===== config.mk =====
export PLATFORM = sky130hd
export DESIGN_NAME = i2c_master_status_sequencer_core
export DESIGN_NICKNAME = d
export VERILOG_FILES = /design/src/hw/rtl/i2c_mss_pkg.sv /design/src/hw/rtl/i2c_mss_step.sv /design/src/hw/rtl/i2c_master_status_sequencer_core.sv
export VERILOG_INCLUDE_DIRS = /design/src /design/src/hw/rtl
export SDC_FILE = /design/constraint.sdc
export NUM_CORES = 1
export LEC_CHECK = 0
export ABC_AREA = 1
export ABC_CLOCK_PERIOD_IN_PS = 2700
export BUFFER_PORTS_ARGS = -buffer_cell sky130_fd_sc_hd__buf_4
export CORE_ASPECT_RATIO = 0.7
export CORE_MARGIN = 5
export CORE_UTILIZATION = 32
export CTS_CLUSTER_DIAMETER = 100
export DETAILED_ROUTE_END_ITERATION = 16
export PLACE_DENSITY = 0.58
export SLEW_MARGIN = 20
export SYNTH_ARGS = -nofsm -noshare
export SYNTH_HDL_FRONTEND = slang
export SYNTH_HIERARCHICAL = 1
export SYNTH_SLANG_ARGS = --single-unit

===== constraint.sdc =====
create_clock -name clk -period 2.7 [get_ports clk]
set_input_delay 0.54 -clock clk [delete_from_list [all_inputs] [get_ports clk]]
set_output_delay 0.54 -clock clk [all_outputs]
set_load 0.02 [all_outputs]

===== src/hw/rtl/i2c_master_status_sequencer_core_defines.svh =====
// ----------------------------------------------------------------------------
// I2C master status sequencer assertion macros
// Shared concurrent assertion forms, clocked on clk and disabled in reset.
// ----------------------------------------------------------------------------
`ifndef I2C_MASTER_STATUS_SEQUENCER_CORE_DEFINES_SVH
`define I2C_MASTER_STATUS_SEQUENCER_CORE_DEFINES_SVH

// Consequent holds in the same cycle as the antecedent.
`define I2C_MSS_ASSERT_SAME(lbl, ante, cons, msg) \
  lbl: assert property (@(posedge clk) disable iff (rst) (ante) |-> (cons)) \
    else $error(msg);

// Consequent holds in the cycle after the antecedent.
`define I2C_MSS_ASSERT_NEXT(lbl, ante, cons, msg) \
  lbl: assert property (@(posedge clk) disable iff (rst) (ante) |=> (cons)) \
    else $error(msg);

`endif


===== src/hw/rtl/i2c_mss_pkg.sv =====
// ----------------------------------------------------------------------------
// I2C master status sequencer package
// Sizes, request and status codes, and the structs shared by the core.
// ----------------------------------------------------------------------------
package i2c_mss_pkg;

  localparam int WRITE_DEPTH = 16;
  localparam int PTR_W = $clog2(WRITE_DEPTH + 1);
  localparam int IDX_W = (WRITE_DEPTH > 1) ? $clog2(WRITE_DEPTH) : 1;

  localparam logic [1:0] KIND_LOAD  = 2'd0;
  localparam logic [1:0] KIND_START = 2'd1;
  localparam logic [1:0] KIND_EVENT = 2'd2;

  localparam logic [3:0] ST_BUSERR  = 4'd0;
  localparam logic [3:0] ST_START   = 4'd1;
  localparam logic [3:0] ST_RSTART  = 4'd2;
  localparam logic [3:0] ST_AW_ACK  = 4'd3;
  localparam logic [3:0] ST_AW_NACK = 4'd4;
  localparam logic [3:0] ST_TX_ACK  = 4'd5;
  localparam logic [3:0] ST_TX_NACK = 4'd6;
  localparam logic [3:0] ST_ARBLOST = 4'd7;
  localparam logic [3:0] ST_AR_ACK  = 4'd8;
  localparam logic [3:0] ST_AR_NACK = 4'd9;
  localparam logic [3:0] ST_RX_ACK  = 4'd10;
  localparam logic [3:0] ST_RX_NACK = 4'd11;
  localparam logic [3:0] ST_IDLE    = 4'd12;

  localparam logic [2:0] BIT_ACK   = 3'b001;
  localparam logic [2:0] BIT_START = 3'b010;
  localparam logic [2:0] BIT_STOP  = 3'b100;

  localparam logic [1:0] ERR_NONE      = 2'd0;
  localparam logic [1:0] ERR_BUS       = 2'd1;
  localparam logic [1:0] ERR_NO_DEVICE = 2'd2;

  typedef struct packed {
    logic [1:0] kind;
    logic [7:0] write_byte;
    logic [6:0] target_address;
    logic [4:0] write_length;
    logic [7:0] read_length;
    logic [3:0] bus_status;
    logic [7:0] received_byte;
  } item_t;

  typedef struct packed {
    logic [7:0]       addr_byte;
    logic [PTR_W-1:0] load_pointer;
    logic [PTR_W-1:0] write_position;
    logic [PTR_W-1:0] write_total;
    logic [7:0]       read_position;
    logic [7:0]       read_total;
    logic             busy;
    logic [1:0]       error;
  } state_t;

  typedef struct packed {
    logic [2:0] set_bits;
    logic [2:0] clear_bits;
    logic       tx_valid;
    logic [7:0] tx_byte;
    logic       rx_valid;
    logic [7:0] rx_byte;
    logic [7:0] rx_index;
    logic       busy_res;
    logic [1:0] error_code;
  } result_t;

endpackage


===== src/hw/rtl/i2c_mss_step.sv =====
// ----------------------------------------------------------------------------
// I2C master status sequencer step logic
// Decides the result of one request and the sequencer state that follows it.
// ----------------------------------------------------------------------------
module i2c_mss_step (
  input  i2c_mss_pkg::state_t  cur_state,
  input  i2c_mss_pkg::item_t   item,
  input  logic [7:0]           buf_data,
  output i2c_mss_pkg::state_t  next_state,
  output i2c_mss_pkg::result_t result,
  output logic                 buf_write
);

  logic [7:0] left;
  logic [7:0] left_rx;
  logic       more_write;

  always_comb begin
    left = (cur_state.read_total > cur_state.read_position) ?
           (cur_state.read_total - cur_state.read_position) : 8'd0;
    more_write = (cur_state.write_position < cur_state.write_total) &&
                 (cur_state.write_position < i2c_mss_pkg::PTR_W'(i2c_mss_pkg::WRITE_DEPTH));
    left_rx = left;

    next_state = cur_state;
    result = '0;
    buf_write = 1'b0;

    unique case (item.kind)
      i2c_mss_pkg::KIND_LOAD: begin
        if (cur_state.load_pointer < i2c_mss_pkg::PTR_W'(i2c_mss_pkg::WRITE_DEPTH)) begin
          buf_write = 1'b1;
          next_state.load_pointer = cur_state.load_pointer + 1'b1;
        end
      end
      i2c_mss_pkg::KIND_START: begin
        next_state.addr_byte = {item.target_address, 1'b0};
        if (32'(item.write_length) > i2c_mss_pkg::WRITE_DEPTH) begin
          next_state.write_total = i2c_mss_pkg::PTR_W'(i2c_mss_pkg::WRITE_DEPTH);
        end else begin
          next_state.write_total = i2c_mss_pkg::PTR_W'(item.write_length);
        end
        next_state.write_position = '0;
        next_state.read_total = item.read_length;
        next_state.read_position = '0;
        next_state.load_pointer = '0;
        next_state.error = i2c_mss_pkg::ERR_NONE;
        next_state.busy = 1'b1;
        result.set_bits = i2c_mss_pkg::BIT_START;
      end
      i2c_mss_pkg::KIND_EVENT: begin
        case (item.bus_status) inside
          i2c_mss_pkg::ST_BUSERR: begin
            next_state.error = i2c_mss_pkg::ERR_BUS;
            next_state.busy = 1'b0;
            result.set_bits = i2c_mss_pkg::BIT_ACK | i2c_mss_pkg::BIT_STOP;
          end
          i2c_mss_pkg::ST_START, i2c_mss_pkg::ST_RSTART: begin
            result.tx_valid = 1'b1;
            result.tx_byte = cur_state.addr_byte;
          end
          i2c_mss_pkg::ST_AW_ACK, i2c_mss_pkg::ST_TX_ACK: begin
            if (item.bus_status == i2c_mss_pkg::ST_AW_ACK) begin
              result.clear_bits = i2c_mss_pkg::BIT_START;
            end
            if (more_write) begin
              result.tx_valid = 1'b1;
              result.tx_byte = buf_data;
              next_state.write_position = cur_state.write_position + 1'b1;
            end else if ((item.bus_status == i2c_mss_pkg::ST_TX_ACK) && (left != 8'd0)) begin
              next_state.addr_byte = cur_state.addr_byte | 8'h01;
              result.set_bits = i2c_mss_pkg::BIT_START;
            end else begin
              next_state.busy = 1'b0;
              result.set_bits = i2c_mss_pkg::BIT_STOP;
            end
          end
          i2c_mss_pkg::ST_AW_NACK, i2c_mss_pkg::ST_AR_NACK: begin
            result.clear_bits = i2c_mss_pkg::BIT_START;
            next_state.error = i2c_mss_pkg::ERR_NO_DEVICE;
            next_state.busy = 1'b0;
            result.set_bits = i2c_mss_pkg::BIT_STOP;
          end
          i2c_mss_pkg::ST_TX_NACK: begin
            next_state.busy = 1'b0;
            result.set_bits = i2c_mss_pkg::BIT_STOP;
          end
          i2c_mss_pkg::ST_ARBLOST: begin
            result.set_bits = i2c_mss_pkg::BIT_START;
          end
          i2c_mss_pkg::ST_AR_ACK: begin
            result.clear_bits = i2c_mss_pkg::BIT_START;
            if (left == 8'd0) begin
              next_state.busy = 1'b0;
              result.set_bits = i2c_mss_pkg::BIT_STOP;
            end else if (left == 8'd1) begin
              result.clear_bits = i2c_mss_pkg::BIT_START | i2c_mss_pkg::BIT_ACK;
            end else begin
              result.set_bits = i2c_mss_pkg::BIT_ACK;
            end
          end
          i2c_mss_pkg::ST_RX_ACK, i2c_mss_pkg::ST_RX_NACK: begin
            if (left != 8'd0) begin
              result.rx_valid = 1'b1;
              result.rx_byte = item.received_byte;
              result.rx_index = cur_state.read_position;
              next_state.read_position = cur_state.read_position + 8'd1;
              left_rx = left - 8'd1;
            end
            if (item.bus_status == i2c_mss_pkg::ST_RX_NACK) begin
              next_state.busy = 1'b0;
              result.set_bits = i2c_mss_pkg::BIT_STOP;
            end else if (left_rx == 8'd1) begin
              result.clear_bits = i2c_mss_pkg::BIT_ACK;
            end else begin
              result.set_bits = i2c_mss_pkg::BIT_ACK;
            end
          end
          i2c_mss_pkg::ST_IDLE: begin
          end
          default: begin
            result.clear_bits = i2c_mss_pkg::BIT_STOP;
          end
        endcase
      end
      default: begin
      end
    endcase

    result.busy_res = next_state.busy;
    result.error_code = next_state.error;
  end

endmodule


===== src/hw/rtl/i2c_master_status_sequencer_core.sv =====
// ----------------------------------------------------------------------------
// I2C master status sequencer core
// A request accepted is held in the input stage; its result is registered on the outputs when that stage advances.
// Throughput: one request per cycle while the output is not stalled, set by the single-pass step logic.
// Reset clears the sequencer state and both pipeline valid flags.
// Write buffer contents are undefined after reset until they are loaded.
// ----------------------------------------------------------------------------
`include "i2c_master_status_sequencer_core_defines.svh"

module i2c_master_status_sequencer_core (
  input  logic       clk,
  input  logic       rst,
  input  logic       in_valid,
  output logic       in_ready,
  input  logic [1:0] kind,
  input  logic [7:0] write_byte,
  input  logic [6:0] target_address,
  input  logic [4:0] write_length,
  input  logic [7:0] read_length,
  input  logic [3:0] bus_status,
  input  logic [7:0] received_byte,
  output logic       out_valid,
  input  logic       out_ready,
  output logic [2:0] set_bits,
  output logic [2:0] clear_bits,
  output logic       tx_valid,
  output logic [7:0] tx_byte,
  output logic       rx_valid,
  output logic [7:0] rx_byte,
  output logic [7:0] rx_index,
  output logic       busy_res,
  output logic [1:0] error_code
);

  logic                 s1_valid;
  i2c_mss_pkg::item_t   s1_item;
  i2c_mss_pkg::state_t  state;
  i2c_mss_pkg::state_t  state_next;
  i2c_mss_pkg::result_t res;
  i2c_mss_pkg::result_t res_next;
  logic                 buf_write;
  logic [7:0]           buf_data;
  logic                 advance;

  logic [7:0] write_buffer [i2c_mss_pkg::WRITE_DEPTH];

  assign advance  = s1_valid && (!out_valid || out_ready);
  assign in_ready = !s1_valid || advance;
  assign buf_data = write_buffer[state.write_position[i2c_mss_pkg::IDX_W-1:0]];

  i2c_mss_step u_step (
    .cur_state  (state),
    .item       (s1_item),
    .buf_data   (buf_data),
    .next_state (state_next),
    .result     (res_next),
    .buf_write  (buf_write)
  );

  always_ff @(posedge clk) begin
    if (in_valid && in_ready) begin
      s1_item <= '{kind: kind, write_byte: write_byte, target_address: target_address,
                   write_length: write_length, read_length: read_length,
                   bus_status: bus_status, received_byte: received_byte};
    end
    if (advance) begin
      res <= res_next;
    end
    if (advance && buf_write) begin
      write_buffer[state.load_pointer[i2c_mss_pkg::IDX_W-1:0]] <= s1_item.write_byte;
    end
  end

  always_ff @(posedge clk) begin
    if (rst) begin
      s1_valid  <= 1'b0;
      out_valid <= 1'b0;
      state     <= '0;
    end else begin
      if (in_valid && in_ready) begin
        s1_valid <= 1'b1;
      end else if (advance) begin
        s1_valid <= 1'b0;
      end
      if (advance) begin
        out_valid <= 1'b1;
        state     <= state_next;
      end else if (out_ready) begin
        out_valid <= 1'b0;
      end
    end
  end

  assign set_bits   = res.set_bits;
  assign clear_bits = res.clear_bits;
  assign tx_valid   = res.tx_valid;
  assign tx_byte    = res.tx_byte;
  assign rx_valid   = res.rx_valid;
  assign rx_byte    = res.rx_byte;
  assign rx_index   = res.rx_index;
  assign busy_res   = res.busy_res;
  assign error_code = res.error_code;

  `I2C_MSS_ASSERT_NEXT(a_start_sets_busy,
    advance && (s1_item.kind == i2c_mss_pkg::KIND_START),
    state.busy && (state.error == i2c_mss_pkg::ERR_NONE) && out_valid && busy_res,
    "Start request did not set busy and clear the error.")
  `I2C_MSS_ASSERT_SAME(a_load_bound, 1'b1,
    state.load_pointer <= i2c_mss_pkg::PTR_W'(i2c_mss_pkg::WRITE_DEPTH),
    "Load pointer ran past the write buffer depth.")
  `I2C_MSS_ASSERT_SAME(a_write_bound, 1'b1,
    state.write_position <= state.write_total,
    "Write position ran past the write total.")
  `I2C_MSS_ASSERT_SAME(a_tx_rx_exclusive, out_valid,
    !(tx_valid && rx_valid),
    "A result carries both a transmit and a received byte.")
  `I2C_MSS_ASSERT_SAME(a_stall_blocks_input, s1_valid && out_valid && !out_ready,
    !in_ready,
    "Input taken while both pipeline stages are full and stalled.")

endmodule

==> flow_metrics.tcl <==
set metrics [dict create \
    powerDensity_mw_per_mm2 605 \
    grt_pass1_wl_um 47200 \
    rr_startpoint "state[11]" \
    worstMarginPinSlew_ps 890 \
    leakage_uw 0.00573 \
    globalplace.congestion 0.845 \
    dr.max_layer_used "met4" \
    finalPower_uw 8570 \
    final_cell_count_no_fill 1857 \
    finalNetCount 1423 \
    cp-start-kind "register" \
    min_from "received_byte[0]" \
    critPathKind "register to register" \
    final_cell_mix "nand2_1, edfxtp_1, inv_1, buf_4, nand3_1" \
    wl_met3_um 2310 \
    insertedDiodeCount 0 \
    min_to "s1_item[0]" \
    grt_pass1_vias 8340 \
    wl_per_cell_um 16.5 \
    cts_sinks 253 \
    cts_hold_buf 0 \
    endpoint_kind "register" \
    row_count 58 \
    slew_headroom 0.407 \
    ir_drop_uv 392 \
    worstPathMaxFanout 6 \
    final.setup.tns_ps 0 \
    r2r-end "state[18]" \
    layout-drive-gt1-share 0.179 \
    holdWs_ps 164 \
    area_growth_pct 21.6 \
    drv_cap 0 \
    worstPathRequired_ps 3180 \
    dp_hpwl_um 20500 \
    grt_overflow 0 \
    setup_viol 0 \
    track_usage 0.147 \
    grt_max_degree 65 \
    die_y_um 170 \
    ys_seq_area_frac 0.610 \
    final-hold-violation-count 0 \
    wl_um 30700 \
    fin_crit_sh 0.970 \
    die_w_um 238 \
    yosys_warnings 6 \
    start_util 0.325 \
    cts_buffer_depth 3 \
    yosysTopAreaCell "edfxtp_1" \
    drcViolationCount 0 \
    initialDrtViolationCount 848 \
    skew_ps 12.3 \
    io_pins 83 \
    ys_ff_latch 253 \
    rsz0062_at_grt "true" \
    yosys.area.top_type_share 0.528 \
    wl_met2_um 12100 \
    reg2reg_slack_ps 80 \
    slew_viol_final 0 \
    vias 8719 \
    ys_types 41 \
    status "completed" \
    detail-route-antenna-nets 0 \
    syn_area_per_cell_um2 9.48 \
    hp-class "primary input to register" \
    wl_met1_um 15600 \
    clk_latency_ps 550 \
    dp_cells 1799 \
    via_per_inst 4.70 \
    final_common_cell "nand2_1" \
    first_pass_iters 6 \
    hold_depth 1 \
    grt_antenna_before_repair 0 \
    root_buffer "clkbuf_16" \
    cts_tree "done" \
    synth-main-ff-cell "edfxtp_1" \
    placeableCoreArea_mm2 0.0359 \
    cts_max_level 1 \
    path_clk_slew_ps 60 \
    synth_area_mm2 0.0117 \
    min_period_ps 2620 \
    r2r_cells 20 \
    synth-edff-count 205 \
    cts_inserted_buffers 27 \
    worstPathArrival_ps 3100 \
    synthTopCellsByArea "edfxtp_1, nand2_1, dfxtp_1" \
    max_freq_mhz 382 \
    numPortBuffers 82 \
    async_flop_share 0 \
    synth_fp_nets 1296 \
    die-area_mm2 0.0404 \
    synthCells 1230 \
]
[kinds of logic (layout without fill, tap and decap cells)]
group	after synthesis	after routing	synth area share
AND/OR/NAND/NOR	615	615	0.223
flip-flops	253	253	0.610
buffers and inverters	224	371	0.0851
AO/OA/AOI/OAI	117	117	0.0584
adder cells (fa/ha/maj)	20	20	0.0221
XOR/XNOR	1	1	0.000751
[state kept, by name (all words and copies together) (netlist names), named ones only]
signal        cells
tx_valid          1
write_buffer    128
state            42
set_bits          3
clear_bits        3
error_code        2
rx_byte           8
out_valid         1
s1_item          42
s1_valid          1
rx_valid          1
tx_byte           8
rx_index          8
busy_res          1
[metrics by stage]
step	util	area, um^2	setup slack, ps
3_5_place_dp	0.362	13000	-35.1
4_1_cts	0.387	13900	4.96
6_report	0.395	14200	80.6
2_1_floorplan	-	11700	190
5_1_grt	0.395	14200	-85.8
3_3_place_gp	0.362	13000	69.0
[how the worst max path moves through the flow]
stage          startpoint         to  depth (start not counted)
6_report        state[11]  state[18]                         20
5_1_grt          state[3]  state[18]                         21
4_1_cts          state[3]  state[18]                         21
3_5_place_dp     state[3]  state[17]                         21
3_3_place_gp     state[3]  state[11]                         18
2_1_floorplan    state[3]  state[14]                         21
[cell type report]
class                           instances  area (um^2)
Tap cell                              480          601
Sequential cell                       253         7120
Clock inverter                         11          135
Timing Repair Buffer                  147         1160
Fill cell                            3502        21700
Inverter                              175          659
Multi-Input combinational cell        753         3790
Clock buffer                           38          717
[worst max-delay path: stages, from the launching register on]
cell,delay (ps)
dfxtp_1,360
ha_4,180
fa_2,360
inv_2,60
nand2_2,60
nand2_4,80
nand3_4,70
nand2_4,130
nand2_4,100
nor2_4,150
nor2_4,40
nand2_2,80
nor2_4,60
nor2_4,170
buf_6,140
nand4_4,70
nand2_2,80
nand2_1,40
nor2_1,110
nand2_1,70
a21oi_2,130
[timing repair]
item | 4_1_cts | 5_1_grt
setup buffers | 4 | 5
endpoints found under the setup margin | 6 | 31
resized for setup | 3 | 54
pin swaps | 2 | 15
hold endpoints to repair | 0 | 0
[synth_stat cells (all sizes together) (8+ instances only)]
cell type,number
nand2,371
a21oi,68
ha,19
o21ai,20
buf,41
nor2,80
edfxtp,205
clkbuf,8
inv,172
nor3,18
nand3,126
dfxtp,48
nand4,11
[layer usage]
layer / up-vias / global-route usage
met5: - / 0
met4: 0 / 0.0344
met3: 43 / 0.0244
met2: 304 / 0.205
met1: 4058 / 0.236
li1: 4314 / -
[report_power, final]
part | switching [uW] | internal (uW) | leakage, uW | total (uW)
Clock | 1520 | 2140 | 0.000408 | 3660
Combinational | 347 | 197 | 0.00304 | 543
Sequential | 73.4 | 4300 | 0.00228 | 4370
Total | 1940 | 6630 | 0.00573 | 8570
(Power assumes the default switching activity.)
